==> src/hdl/rwpp_pkg.sv <==
// Shared types and constants for the RIFF/WAVE PCM stream parser.
// No dependencies; imported by every other file of the block.
`default_nettype none

package rwpp_pkg;

	typedef enum logic [2:0] {
		PH_RIFF,
		PH_CHDR,
		PH_BODY,
		PH_PAD,
		PH_HALT
	} phase_t;

	localparam logic [2:0] ST_OK         = 3'd0;
	localparam logic [2:0] ST_BAD_HDR    = 3'd1;
	localparam logic [2:0] ST_NOT_PCM    = 3'd2;
	localparam logic [2:0] ST_NO_FMT     = 3'd3;
	localparam logic [2:0] ST_NO_DATA    = 3'd4;
	localparam logic [2:0] ST_BAD_WIDTH  = 3'd5;
	localparam logic [2:0] ST_DATA_EARLY = 3'd6;

	// Four-character codes as they arrive, first byte in the low bits.
	localparam logic [31:0] RIFF_MAGIC = 32'h4646_4952;
	localparam logic [31:0] WAVE_MAGIC = 32'h4556_4157;
	localparam logic [31:0] TAG_FMT    = 32'h2074_6D66;
	localparam logic [31:0] TAG_DATA   = 32'h6174_6164;

	localparam logic [3:0]  RIFF_HDR_LEN = 4'd12;
	localparam logic [31:0] FMT_MIN_LEN  = 32'd16;
	localparam logic [15:0] FMT_PCM      = 16'd1;
	localparam logic [15:0] BITS_8       = 16'd8;
	localparam logic [15:0] BITS_16      = 16'd16;
	localparam logic [7:0]  U8_BIAS      = 8'h80;

	// Everything one input byte produces: an optional sample and an optional end report.
	typedef struct packed {
		logic        has_sample;
		logic [15:0] sample;
		logic        has_report;
		logic [15:0] channels;
		logic [31:0] rate;
		logic [15:0] bits;
		logic [2:0]  status;
	} rec_t;

endpackage

`default_nettype wire

==> src/hdl/rwpp_core.sv <==
// Parser state and its update for one byte of the WAV stream.
// Depends on rwpp_pkg for the phase type, codes and the result record.
`default_nettype none

module rwpp_core
	import rwpp_pkg::*;
(
	input  wire        clk,
	input  wire        arst_n,
	input  wire        step,
	input  wire  [7:0] byte_value,
	input  wire        final_byte,
	output rec_t       rec
);

	phase_t      phase_q, n_phase;
	logic [3:0]  hdr_idx_q, n_hdr_idx;
	logic [31:0] tag_q, n_tag;
	logic [31:0] len_q, n_len;
	logic [31:0] left_q, n_left;
	logic        pad_q, n_pad;
	logic [63:0] fmt_cap_q, n_fmt_cap;
	logic        fmt_seen_q, n_fmt_seen;
	logic        data_seen_q, n_data_seen;
	logic [8:0]  hold_q, n_hold;
	logic [2:0]  err_q, n_err;
	logic [15:0] ch_q, n_ch;
	logic [31:0] rate_q, n_rate;
	logic [15:0] bits_q, n_bits;

	logic [31:0] body_off;
	logic [31:0] full_len;
	logic [31:0] left_dec;
	logic [2:0]  rpt_status;

	assign body_off = len_q - left_q;
	assign full_len = {byte_value, len_q[23:0]};
	assign left_dec = left_q - 32'd1;

	always_comb begin
		n_phase     = phase_q;
		n_hdr_idx   = hdr_idx_q;
		n_tag       = tag_q;
		n_len       = len_q;
		n_left      = left_q;
		n_pad       = pad_q;
		n_fmt_cap   = fmt_cap_q;
		n_fmt_seen  = fmt_seen_q;
		n_data_seen = data_seen_q;
		n_hold      = hold_q;
		n_err       = err_q;
		n_ch        = ch_q;
		n_rate      = rate_q;
		n_bits      = bits_q;
		rec         = '0;

		case (phase_q)
			PH_RIFF: begin
				if ((hdr_idx_q < 4'd4) &&
				    (byte_value != RIFF_MAGIC[{hdr_idx_q[1:0], 3'b000} +: 8])) begin
					if (n_err == ST_OK) n_err = ST_BAD_HDR;
					n_phase = PH_HALT;
				end else if ((hdr_idx_q >= 4'd8) &&
				    (byte_value != WAVE_MAGIC[{hdr_idx_q[1:0], 3'b000} +: 8])) begin
					if (n_err == ST_OK) n_err = ST_BAD_HDR;
					n_phase = PH_HALT;
				end else if (hdr_idx_q + 4'd1 >= RIFF_HDR_LEN) begin
					n_hdr_idx = '0;
					n_phase   = PH_CHDR;
				end else begin
					n_hdr_idx = hdr_idx_q + 4'd1;
				end
			end
			PH_CHDR: begin
				if (!hdr_idx_q[2]) begin
					if (hdr_idx_q[1:0] == 2'd0) n_tag = {24'd0, byte_value};
					else n_tag[{hdr_idx_q[1:0], 3'b000} +: 8] = byte_value;
				end else begin
					if (hdr_idx_q[1:0] == 2'd0) n_len = {24'd0, byte_value};
					else n_len[{hdr_idx_q[1:0], 3'b000} +: 8] = byte_value;
				end
				n_hdr_idx = {1'b0, hdr_idx_q[2:0] + 3'd1};
				if (hdr_idx_q[2:0] == 3'd7) begin
					n_left    = full_len;
					n_pad     = full_len[0];
					n_fmt_cap = '0;
					n_hold    = '0;
					n_phase   = (full_len == 32'd0) ? PH_CHDR : PH_BODY;
					if (tag_q == TAG_DATA) begin
						if (!fmt_seen_q) begin
							if (n_err == ST_OK) n_err = ST_DATA_EARLY;
							n_phase = PH_HALT;
						end else if (ch_q == 16'd0) begin
							if (n_err == ST_OK) n_err = ST_NO_FMT;
							n_phase = PH_HALT;
						end else if (!(bits_q inside {BITS_8, BITS_16})) begin
							if (n_err == ST_OK) n_err = ST_BAD_WIDTH;
							n_phase = PH_HALT;
						end
					end
				end
			end
			PH_BODY: begin
				if ((tag_q == TAG_FMT) && (len_q >= FMT_MIN_LEN)) begin
					if (body_off < 32'd8) begin
						n_fmt_cap[{body_off[2:0], 3'b000} +: 8] =
							fmt_cap_q[{body_off[2:0], 3'b000} +: 8] | byte_value;
					end else if (body_off == 32'd14) begin
						n_hold = {1'b1, byte_value};
					end else if (body_off == 32'd15) begin
						if (fmt_cap_q[15:0] != FMT_PCM) begin
							if (n_err == ST_OK) n_err = ST_NOT_PCM;
							n_phase = PH_HALT;
						end else begin
							n_ch       = fmt_cap_q[31:16];
							n_rate     = fmt_cap_q[63:32];
							n_bits     = {byte_value, hold_q[7:0]};
							n_fmt_seen = 1'b1;
						end
						n_hold = '0;
					end
				end else if (tag_q == TAG_DATA) begin
					n_data_seen = 1'b1;
					if (bits_q == BITS_8) begin
						rec.has_sample = 1'b1;
						rec.sample     = {byte_value ^ U8_BIAS, 8'h00};
					end else if (hold_q[8]) begin
						rec.has_sample = 1'b1;
						rec.sample     = {byte_value, hold_q[7:0]};
						n_hold         = '0;
					end else begin
						n_hold = {1'b1, byte_value};
					end
				end
				if (n_phase == PH_BODY) begin
					n_left = left_dec;
					if (left_dec == 32'd0) n_phase = pad_q ? PH_PAD : PH_CHDR;
				end
			end
			PH_PAD: begin
				n_pad   = 1'b0;
				n_phase = PH_CHDR;
			end
			default: begin
			end
		endcase

		rpt_status = n_err;
		if (n_err == ST_OK) begin
			if (n_phase == PH_RIFF) rpt_status = ST_BAD_HDR;
			else if (!n_fmt_seen || (n_ch == 16'd0)) rpt_status = ST_NO_FMT;
			else if (!n_data_seen) rpt_status = ST_NO_DATA;
			else if (!(n_bits inside {BITS_8, BITS_16})) rpt_status = ST_BAD_WIDTH;
		end
		rec.has_report = final_byte;
		if (final_byte) begin
			rec.channels = n_ch;
			rec.rate     = n_rate;
			rec.bits     = n_bits;
			rec.status   = rpt_status;
		end
	end

	always_ff @(posedge clk or negedge arst_n) begin
		if (!arst_n) begin
			phase_q     <= PH_RIFF;
			hdr_idx_q   <= '0;
			tag_q       <= '0;
			len_q       <= '0;
			left_q      <= '0;
			pad_q       <= 1'b0;
			fmt_cap_q   <= '0;
			fmt_seen_q  <= 1'b0;
			data_seen_q <= 1'b0;
			hold_q      <= '0;
			err_q       <= ST_OK;
			ch_q        <= '0;
			rate_q      <= '0;
			bits_q      <= '0;
		end else if (step) begin
			if (final_byte) begin
				phase_q     <= PH_RIFF;
				hdr_idx_q   <= '0;
				tag_q       <= '0;
				len_q       <= '0;
				left_q      <= '0;
				pad_q       <= 1'b0;
				fmt_cap_q   <= '0;
				fmt_seen_q  <= 1'b0;
				data_seen_q <= 1'b0;
				hold_q      <= '0;
				err_q       <= ST_OK;
				ch_q        <= '0;
				rate_q      <= '0;
				bits_q      <= '0;
			end else begin
				phase_q     <= n_phase;
				hdr_idx_q   <= n_hdr_idx;
				tag_q       <= n_tag;
				len_q       <= n_len;
				left_q      <= n_left;
				pad_q       <= n_pad;
				fmt_cap_q   <= n_fmt_cap;
				fmt_seen_q  <= n_fmt_seen;
				data_seen_q <= n_data_seen;
				hold_q      <= n_hold;
				err_q       <= n_err;
				ch_q        <= n_ch;
				rate_q      <= n_rate;
				bits_q      <= n_bits;
			end
		end
	end

	a_halt_has_error: assert property (@(posedge clk) disable iff (!arst_n)
		(phase_q == PH_HALT) |-> (err_q != ST_OK))
		else $error("Parser halted without an error code.");

	a_riff_index_range: assert property (@(posedge clk) disable iff (!arst_n)
		(phase_q == PH_RIFF) |-> (hdr_idx_q < RIFF_HDR_LEN))
		else $error("Header index ran past the RIFF header.");

	a_pad_pending: assert property (@(posedge clk) disable iff (!arst_n)
		(phase_q == PH_PAD) |-> pad_q)
		else $error("Pad phase entered with no pad byte pending.");

	a_body_left_nonzero: assert property (@(posedge clk) disable iff (!arst_n)
		(phase_q == PH_BODY) |-> (left_q != 32'd0))
		else $error("Chunk body phase with no bytes left.");

endmodule

`default_nettype wire

==> src/hdl/rwpp_outq.sv <==
// Two-entry queue of per-byte result records that serves them as output beats.
// Depends on rwpp_pkg for the result record type.
`default_nettype none

module rwpp_outq
	import rwpp_pkg::*;
(
	input  wire               clk,
	input  wire               arst_n,
	input  wire               push,
	input  rec_t              rec_in,
	output logic              full,
	output logic              out_valid,
	input  wire               out_ready,
	output logic              item_kind,
	output logic signed [15:0] sample_value,
	output logic [15:0]       channel_count,
	output logic [31:0]       rate_hz,
	output logic [15:0]       sample_bits,
	output logic [2:0]        status,
	output logic              last_of_run
);

	rec_t       entry_q [2];
	logic       wr_ptr_q;
	logic       rd_ptr_q;
	logic [1:0] count_q;
	logic       sent_q;
	rec_t       head;
	logic       sample_beat;
	logic       beat_done;
	logic       pop;

	assign head        = entry_q[rd_ptr_q];
	assign full        = (count_q == 2'd2);
	assign out_valid   = (count_q != 2'd0);
	assign sample_beat = head.has_sample && !sent_q;
	assign last_of_run = !(sample_beat && head.has_report);
	assign beat_done   = out_valid && out_ready;
	assign pop         = beat_done && last_of_run;

	assign item_kind     = !sample_beat;
	assign sample_value  = sample_beat ? $signed(head.sample) : 16'sd0;
	assign channel_count = sample_beat ? 16'd0 : head.channels;
	assign rate_hz       = sample_beat ? 32'd0 : head.rate;
	assign sample_bits   = sample_beat ? 16'd0 : head.bits;
	assign status        = sample_beat ? ST_OK : head.status;

	always_ff @(posedge clk) begin
		if (push) entry_q[wr_ptr_q] <= rec_in;
	end

	always_ff @(posedge clk or negedge arst_n) begin
		if (!arst_n) begin
			wr_ptr_q <= 1'b0;
			rd_ptr_q <= 1'b0;
			count_q  <= '0;
			sent_q   <= 1'b0;
		end else begin
			if (push) wr_ptr_q <= !wr_ptr_q;
			if (pop) rd_ptr_q <= !rd_ptr_q;
			case ({push, pop})
				2'b10:   count_q <= count_q + 2'd1;
				2'b01:   count_q <= count_q - 2'd1;
				default: count_q <= count_q;
			endcase
			if (pop) sent_q <= 1'b0;
			else if (beat_done && sample_beat) sent_q <= 1'b1;
		end
	end

	a_count_bound: assert property (@(posedge clk) disable iff (!arst_n)
		count_q != 2'd3)
		else $error("Result queue count out of range.");

	a_no_push_when_full: assert property (@(posedge clk) disable iff (!arst_n)
		push |-> !full)
		else $error("Record pushed into a full result queue.");

	a_report_is_last: assert property (@(posedge clk) disable iff (!arst_n)
		(out_valid && item_kind) |-> last_of_run)
		else $error("End report not marked as the last beat of its byte.");

	a_sent_has_report: assert property (@(posedge clk) disable iff (!arst_n)
		(out_valid && sent_q) |-> (head.has_sample && head.has_report))
		else $error("Sample marked sent on a record without a pending report.");

endmodule

`default_nettype wire

==> src/hdl/riff_wave_pcm_stream_parser_top.sv <==
// Top level of the RIFF/WAVE PCM stream parser: input register, parser core, result queue.
// Depends on rwpp_pkg, rwpp_core and rwpp_outq.
//
//   Channel | Handshake            | Beat contents
//   --------+----------------------+---------------------------------------------------
//   input   | in_valid / in_ready  | byte_value, final_byte
//   output  | out_valid / out_ready| item_kind, sample_value, channel_count, rate_hz,
//           |                      | sample_bits, status, last_of_run
//
// A byte waits in the input register after acceptance until taken by the parser, which
// updates its state and writes the byte's sample and end report into the result queue in that same cycle.
// Bytes are accepted every cycle while the result queue is not full; a byte that yields
// a sample and a report needs two beats, else the sustained rate is one byte per cycle.
// Reset clears the parser to the start of a file; the final byte also returns it there.
// When the output stalls, the two-entry queue fills and then the input register holds.
`default_nettype none

module riff_wave_pcm_stream_parser_top
	import rwpp_pkg::*;
(
	input  wire               clk,
	input  wire               arst_n,
	input  wire               in_valid,
	output logic              in_ready,
	input  wire  [7:0]        byte_value,
	input  wire               final_byte,
	output logic              out_valid,
	input  wire               out_ready,
	output logic              item_kind,
	output logic signed [15:0] sample_value,
	output logic [15:0]       channel_count,
	output logic [31:0]       rate_hz,
	output logic [15:0]       sample_bits,
	output logic [2:0]        status,
	output logic              last_of_run
);

	logic       valid_s1;
	logic [7:0] byte_s1;
	logic       final_s1;
	logic       q_full;
	logic       fire;
	logic       push;
	rec_t       rec;

	assign fire     = valid_s1 && !q_full;
	assign in_ready = !valid_s1 || fire;
	assign push     = fire && (rec.has_sample || rec.has_report);

	always_ff @(posedge clk or negedge arst_n) begin
		if (!arst_n) begin
			valid_s1 <= 1'b0;
		end else if (in_ready) begin
			valid_s1 <= in_valid;
		end
	end

	always_ff @(posedge clk) begin
		if (in_ready && in_valid) begin
			byte_s1  <= byte_value;
			final_s1 <= final_byte;
		end
	end

	rwpp_core u_core (
		.clk        (clk),
		.arst_n     (arst_n),
		.step       (fire),
		.byte_value (byte_s1),
		.final_byte (final_s1),
		.rec        (rec)
	);

	rwpp_outq u_outq (
		.clk           (clk),
		.arst_n        (arst_n),
		.push          (push),
		.rec_in        (rec),
		.full          (q_full),
		.out_valid     (out_valid),
		.out_ready     (out_ready),
		.item_kind     (item_kind),
		.sample_value  (sample_value),
		.channel_count (channel_count),
		.rate_hz       (rate_hz),
		.sample_bits   (sample_bits),
		.status        (status),
		.last_of_run   (last_of_run)
	);

	a_final_reports: assert property (@(posedge clk) disable iff (!arst_n)
		(fire && final_s1) |-> push)
		else $error("Final byte did not produce an end report.");

	a_hold_stalled: assert property (@(posedge clk) disable iff (!arst_n)
		(valid_s1 && !fire) |=> (valid_s1 && $stable(byte_s1) && $stable(final_s1)))
		else $error("Input register lost a stalled byte.");

	a_ready_when_empty: assert property (@(posedge clk) disable iff (!arst_n)
		!valid_s1 |-> in_ready)
		else $error("Input not ready with an empty input register.");

endmodule

`default_nettype wire

==> config.mk <==
export PLATFORM = sky130hd
export DESIGN_NAME = riff_wave_pcm_stream_parser_top
export DESIGN_NICKNAME = d
export VERILOG_FILES = /design/src/hdl/rwpp_pkg.sv /design/src/hdl/rwpp_core.sv /design/src/hdl/rwpp_outq.sv /design/src/hdl/riff_wave_pcm_stream_parser_top.sv
export SDC_FILE = /design/constraint.sdc
export NUM_CORES = 1
export LEC_CHECK = 0
export BUFFER_PORTS_ARGS = -buffer_cell sky130_fd_sc_hd__buf_2
export CORE_MARGIN = 5
export CORE_UTILIZATION = 30
export DETAILED_ROUTE_END_ITERATION = 10
export PLACE_DENSITY_LB_ADDON = 0.3
export SKIP_LAST_GASP = 1
export SYNTH_ARGS = -nofsm -noshare
export SYNTH_HDL_FRONTEND = slang
export SYNTH_SLANG_ARGS = --single-unit
==> constraint.sdc <==
create_clock -name clk -period 7.9 [get_ports clk]
set_clock_uncertainty 0.15 [all_clocks]
set_input_delay 0 -clock clk [delete_from_list [all_inputs] [get_ports clk]]
set_output_delay 0 -clock clk [all_outputs]
set_load 0.02 [all_outputs]
# ---- After elaboration in Yosys (flattened, before gate mapping)
# Memories as Yosys holds them, arrays and structs flattened.
# Index checks and enable logic that the tools add are counted.
dict set report op_classes {
  n_shift 7
  addsub 8
  eq_ne 30
  mux 130
  order_cmp 5
  bitwise 2
  n_reduce_logical 48
}
# operator n
set ops {}
lappend ops {{$mux 32} 19}
lappend ops {{$mux 16} 17}
lappend ops {{$mux 64} 4}
lappend ops {{$pmux 64 s2} 1}
lappend ops {{$mux 3} 41}
lappend ops {{$mux 17} 5}
lappend ops {{$mux 9} 9}
lappend ops {{$mux 67} 1}
lappend ops {{$bwmux 32} 2}
lappend ops {{$bwmux 64} 1}
lappend ops {{$eq 32x4->1 const B} 2}
lappend ops {{$logic_not 32->1} 2}
lappend ops {{$pmux 32 s2} 1}
lappend ops {{$shift 8x8->64 const A} 1}
lappend ops {{$shiftx 32x6->8 const A} 2}
lappend ops {{$shiftx 64x7->8} 1}
lappend ops {{$shiftx 8x8->64} 1}
lappend ops {{$eq 16x4->1 const B} 2}
lappend ops {{$eq 16x5->1 const B} 2}
lappend ops {{$eq 32x30->1 const B} 1}
lappend ops {{$eq 32x31->1 const B} 1}
lappend ops {{$ge 32x5->1 const B} 1}
lappend ops {{$logic_not 16->1} 2}
lappend ops {{$lt 32x4->1 const B} 1}
lappend ops {{other kinds (48)} 110}
dict set report totals {
  mem_bits_rw 170
  mem_count 1
  out_inout_bits 87
  ff_bits 261
  elab_cells 252
  inputBits 13
}
# name depth word_bits read_ports rd_clocked_by_memory_dff wr line_no
set memory_table {}
lappend memory_table {u_outq.entry_q 2 85 1 0 1 rwpp_outq.sv:24} ;# rec_t entry_q [2];

# ---- Longest topological paths before layout
dict set report logic_depth {
  depth_word 15
  depth_mapped 18
  mapped_depth_nobuf 16
}

# ---- Cells and area by module
# From an unflattened synthesis, not the netlist that was laid out.
dict set report hier_totals {
  hier_cells 2272
  area_unflattened_um2 22720.5
}
# module instances area_per_inst_um2 cells_each seq_area_each_um2
set by_module_without_submodules {}
lappend by_module_without_submodules {rwpp_core 1 15738.8 1872 6155.9}
lappend by_module_without_submodules {rwpp_outq 1 6646.4 385 5230.0}
lappend by_module_without_submodules {riff_wave_pcm_stream_parser_top 1 335.3 15 295.3}

# ---- Least setup slack after synthesis
# OpenSTA, ideal clock, no wires.
dict set report synth_path {
  path_kind {register to register}
  startpoint {register u_core.tag_q[23]}
  endpoint {memory u_outq.entry_q[0][0] (netlist bit) (enable)}
  period_less_slack_ps 6387
  setup_ps 529
  stages_incl_launch_ff 8
  t_arrival_ps 5708
  n_path_buf 0
  slack_ps 1513
  t_required_ps 7221
  cell_sequence {dfrtp_1 -> or4b_2 -> nor4_1 -> nand3_1 -> nor2_1 -> o21a_1 -> o21ai_0 -> nor2_1}
}
# element line_no
set synth_lines {}
lappend synth_lines {{start, declared} rwpp_core.sv:18} ;# logic [31:0] tag_q, n_tag;
lappend synth_lines {{start signal, assigned} rwpp_core.sv:199} ;# tag_q <= n_tag;
lappend synth_lines {{end, declared} rwpp_outq.sv:24}

# ---- Final worst setup path
dict set report layout_path {
  startpoint {register u_core.len_q[0]}
  endpoint {register u_core.left_q[11]}
}
dict set report layout_via {
  elab_chain_len 10
  word_cells_on_any_way 14
  cone_classes {add/sub (1); order compare (2); eq/ne (4); mux (5); reduce/logical (2)}
}
# element line_no
set layout_rtl {}
lappend layout_rtl {{start, declared} rwpp_core.sv:19} ;# logic [31:0] len_q, n_len;
lappend layout_rtl {{start signal, assigned} rwpp_core.sv:200} ;# len_q <= n_len;
lappend layout_rtl {{parallel branches: the longest is 5 deep, another holds $sub 32x32->32} --}
lappend layout_rtl {{$mux 3 (*)} rwpp_core.sv:104} ;# if ((tag_q == TAG_FMT) && (len_q >= FMT_MIN_LEN)) begin
lappend layout_rtl {{$mux 3 (*)} rwpp_core.sv:57} ;# case (phase_q)
lappend layout_rtl {{$eq 3x2->1 (*)} rwpp_core.sv:135} ;# if (n_phase == PH_BODY) begin
lappend layout_rtl {{$ne 3x2->1 (no line) (*)} --}
lappend layout_rtl {{$reduce_and 4->1 (no line) (*)} --}
lappend layout_rtl {{end signal, assigned} rwpp_core.sv:201} ;# left_q <= n_left;
lappend layout_rtl {{end, declared} rwpp_core.sv:20} ;# logic [31:0] left_q, n_left;
# Every way passes the cells marked *. The select of a mux whose other input is x is not followed.
# A chain may end at the register's enable or synchronous reset.

==> metrics.md <==
| Metric | Value |
|---|---|
| Final critical-path required period | `6.33 ns` |
| Initial standard-cell utilization of the core | `0.302` |
| Type of the worst setup path | `register to register` |
| Post-synthesis average cell area | `9.66 um2` |
| Top-level I/O count | `100` |
| Via count of the first global-routing pass | `18,800` |
| Port bufs | `99` |
| Count of instances resized after the clock tree is built | `0` |
| Num rows | `101` |
| Worst EP arrival | `6.62 ns` |
| Number of CTS-inserted buffers | `48` |
| CP Data Required Time | `8.19 ns` |
| Clock insertion delay at the later pin of the skew report | `0.60 ns` |
| Number of hold violations in the final report | `0` |
| Max-Slew Margin vs Limit | `0.0428` |
| YS warnings | `0` |
| Cell variety after synth | `85` |
| Detailed-route DRC error count | `0` |
| Instance area after placement | `24,400 um2` |
| Half-perimeter wire length after placement | `50,300 um` |
| Number of max-slew violations in the final report | `0` |
| Flip-flop and latch count after synthesis | `431` |
| Seq. cell area | `11,700 um2` |
| Switching Fraction | `0.447` |
| Core area | `75,800 um2` |
| Fillers | `7,680` |
| Register share of total power | `0.289` |
| Synth-to-layout area growth | `14.8%` |
| Met3 usage in global routing | `0.0217` |
| Final net count | `2,496` |
| Layout Cell Area excl Fill | `26,300 um2` |
| Detailed-route via count | `18,700` |
| GRT Util Overall | `0.172` |
| Worst setup timing slack at the placement stage | `1.73 ns` |
| Die Y | `286 um` |
| Horizontal die dimension | `286 um` |
| Floorplan die area | `81,900 um2` |
| Count of mapped cells out of synthesis | `2,370` |
| Average wire per cell in the routed design | `20.9 um` |
| Met1 GRT Util | `0.242` |
| Pre-Repair DR Iteration Count | `6` |
| Max-Cap Viols | `0` |
| Internal power summed over all cells | `0.00554 W` |
| Peak clock frequency supported by timing | `0.158 GHz` |
| M2 GR Usage | `0.282` |
| Number of DRC markers in iteration 0 | `1,750` |
| Setup Buffers After CTS | `0` |
| Initial antenna violation count | `0` |
| Final period utilization | `0.801` |
| Remaining global-route overflow | `0` |
| Number of synthesized flops with an enable pin | `179` |
| Crit end category | `register` |
| Startpoint types | `register` |
| Pwr Density | `381 nW/um2` |
| Final Core Density | `0.347` |
| Total Wirelength | `72,100 um` |
| Power after layout | `0.0100 W` |
| Part of the total power dissipated in the clock network | `0.231` |
| Seq/Total Area, Yosys | `0.510` |
| Clock transition time at the flip-flop clock pins of the worst setup and hold paths | `0.06 ns` |
| Share of synthesized registers carrying an async set or reset | `0.585` |
| Clock tree from TritonCTS | `done` |
| Clock sink count | `431` |
| Largest net degree at the start of global routing | `158` |
| Proportion of power drawn by combinational gates | `0.480` |
| Share of layout cells above drive strength 1 | `0.108` |
| GPL Wtd Cong | `0.890` |
| Quantity of hold-fixing buffers added after cts | `22` |
| H-tree Lvls | `2` |
| Path class of the lowest-slack min-delay path | `input port to register` |
| Area used by multi-input combinational logic | `10,500 um2` |
| Result of the run | `complete, no violations` |
| Post-synthesis net count | `2,432` |
| Number of setup violations in the final report | `0` |
| Total standard cell area after synthesis | `22,900 um2` |
| Maximum buffer depth of the clock tree | `3` |
| CP max FO | `33` |
| Summed negative setup slack over all endpoints | `0 ns` |
| Post-detailed-route count of antenna-violating nets | `0` |
| Commonest register cell after synthesis | `sky130_fd_sc_hd__dfrtp_1` |
| Transition time of the tightest slew-check pin | `1.42 ns` |
| Leakage dissipation | `10.7 nW` |
| Final WS setup | `1.57 ns` |
| Routing layer with the top usage in global route | `met2` |
| First-pass GRT wire length | `113,000 um` |
| VDD IR max | `186 uV` |
| Clock Tree Root | `sky130_fd_sc_hd__clkbuf_16` |
| Net switching power | `0.00447 W` |
| Average vias per placed instance | `5.42` |
| RSZ-0062 raised after global routing | `no` |
power groups by stage:
stage	logic (W)	registers (W)	clock network, W
final	0.00480	0.00289	0.00231
after global routing	0.00520	0.00292	0.00247
after CTS	0.00479	0.00289	0.00236
after detailed placement	0.00476	0.00293	0
after global placement	0.00477	0.00292	0
after floorplan	0.00329	0.00282	0
stage by stage:
step	std cells	hold WS [ns]
detailed placement	3340	-0.0524
global route	3452	0.00693
floorplan	2370	-0.446
finish	3453	0.0319
global placement	3340	-0.0656
CTS	3452	0.00999
cell usage after synthesis (17+ instances only):
master | count | area, um2
sky130_fd_sc_hd__xnor2_1 | 17 | 149
sky130_fd_sc_hd__nand4_1 | 29 | 181
sky130_fd_sc_hd__nor3_1 | 48 | 240
sky130_fd_sc_hd__mux2i_1 | 87 | 871
sky130_fd_sc_hd__and3_1 | 20 | 125
sky130_fd_sc_hd__a22o_1 | 20 | 175
sky130_fd_sc_hd__a21oi_1 | 235 | 1180
sky130_fd_sc_hd__edfxtp_1 | 179 | 5380
sky130_fd_sc_hd__nand2_1 | 238 | 893
sky130_fd_sc_hd__nor2b_1 | 67 | 419
sky130_fd_sc_hd__o21ai_0 | 244 | 1220
sky130_fd_sc_hd__nor2_1 | 252 | 946
sky130_fd_sc_hd__nand3_1 | 57 | 285
sky130_fd_sc_hd__or4_1 | 19 | 143
sky130_fd_sc_hd__clkbuf_1 | 116 | 435
sky130_fd_sc_hd__ha_1 | 48 | 601
sky130_fd_sc_hd__and2_1 | 33 | 206
sky130_fd_sc_hd__dfrtp_1 | 252 | 6310
sky130_fd_sc_hd__nor4_1 | 45 | 282
sky130_fd_sc_hd__inv_1 | 53 | 199
sky130_fd_sc_hd__o2bb2ai_1 | 18 | 158
worst paths after layout:
| kind | start | end | slack (ns) | cells past startpoint |
|---|---|---|---|---|
| max reg2reg | u_core.len_q[0] | u_core.left_q[11] | 1.57 | 18 |
| max | u_core.len_q[0] | u_core.left_q[11] | 1.57 | 18 |
| min | final_byte | final_s1 | 0.03 | 2 |
| max in group asynchronous | arst_n | u_outq.rd_ptr_q | 6.19 | 4 |
| min reg2reg | u_core.rate_q[25] | u_core.rate_q[25] | 0.32 | 2 |
| min in group asynchronous | arst_n | u_core.rate_q[27] | 0.46 | 4 |
critical path, cell delays in order, from the launching register on:
cell,delay (ns)
sky130_fd_sc_hd__dfrtp_1,0.40
sky130_fd_sc_hd__inv_1,0.20
sky130_fd_sc_hd__ha_1,0.21
sky130_fd_sc_hd__inv_1,0.06
sky130_fd_sc_hd__fa_1,0.44
sky130_fd_sc_hd__a21o_1,0.22
sky130_fd_sc_hd__a21oi_1,0.24
sky130_fd_sc_hd__xnor2_1,0.16
sky130_fd_sc_hd__or4_1,0.50
sky130_fd_sc_hd__or3_1,0.36
sky130_fd_sc_hd__or4_1,0.44
sky130_fd_sc_hd__nor3_1,0.14
sky130_fd_sc_hd__or4b_1,0.66
sky130_fd_sc_hd__nor4b_2,0.61
sky130_fd_sc_hd__a21o_1,0.19
sky130_fd_sc_hd__buf_4,0.34
sky130_fd_sc_hd__nand2b_1,0.31
sky130_fd_sc_hd__buf_4,0.34
sky130_fd_sc_hd__o21ai_0,0.17
cells by family (layout without fill, tap and decap cells):
family,count (synthesis),after routing,share of synthesized area
simple gates,871,871,0.185
compound gates,681,681,0.176
flops,431,431,0.510
buf+inv,200,304,0.0345
mux,106,106,0.0553
fa+ha+maj,49,49,0.0271
xor+xnor,32,32,0.0122
other cells,0,1,0
cell type report:
| class | count | area share |
|---|---|---|
| antenna | 1 | 0.0000952 |
| clock buffer | 61 | 0.0487 |
| clock inverter | 29 | 0.0131 |
| inverter | 56 | 0.00800 |
| multi-input combinational | 1739 | 0.398 |
| sequential | 431 | 0.445 |
| tap | 978 | 0.0466 |
| timing repair buffer | 158 | 0.0408 |
routing by layer:
metal	wire length, um	up-vias
li1	-	8779
met1	33300	9322
met3	3640	100
met2	33600	517
met5	0	-
met4	1570	0
layout by cell type, fill, tap and decap left out, types with 16 or more instances in the layout:
master / count
sky130_fd_sc_hd__ha_1: 48
sky130_fd_sc_hd__and3_1: 20
sky130_fd_sc_hd__xnor2_1: 17
sky130_fd_sc_hd__clkbuf_16: 49
sky130_fd_sc_hd__buf_4: 33
sky130_fd_sc_hd__nor4_1: 44
sky130_fd_sc_hd__nor2b_1: 67
sky130_fd_sc_hd__dfrtp_1: 251
sky130_fd_sc_hd__o31ai_1: 16
sky130_fd_sc_hd__or4_1: 19
sky130_fd_sc_hd__nand4_1: 29
sky130_fd_sc_hd__dlygate4sd3_1: 21
sky130_fd_sc_hd__nand3_1: 57
sky130_fd_sc_hd__edfxtp_1: 179
sky130_fd_sc_hd__nor3_1: 47
sky130_fd_sc_hd__a21oi_1: 235
sky130_fd_sc_hd__o21ai_0: 244
sky130_fd_sc_hd__a211oi_1: 16
sky130_fd_sc_hd__and2_1: 32
sky130_fd_sc_hd__buf_2: 98
sky130_fd_sc_hd__a22o_1: 20
sky130_fd_sc_hd__nor2_1: 249
sky130_fd_sc_hd__nand2_1: 236
sky130_fd_sc_hd__mux4_2: 16
sky130_fd_sc_hd__o2bb2ai_1: 18
sky130_fd_sc_hd__inv_1: 53
sky130_fd_sc_hd__mux2i_1: 87
sequential cells by signal, indices dropped and copies added, names as in the netlist, 3 cells and up:
name              cells
u_core.ch_q          16
byte_s1               8
u_core.hdr_idx_q      4
u_core.len_q         32
u_outq.entry_q      170
u_core.err_q          3
u_core.rate_q        32
u_core.left_q        32
u_core.tag_q         32
u_core.hold_q         9
u_core.phase_q        3
u_core.bits_q        16
u_core.fmt_cap_q     64
No activity file was read; power rests on OpenSTA's default activity.
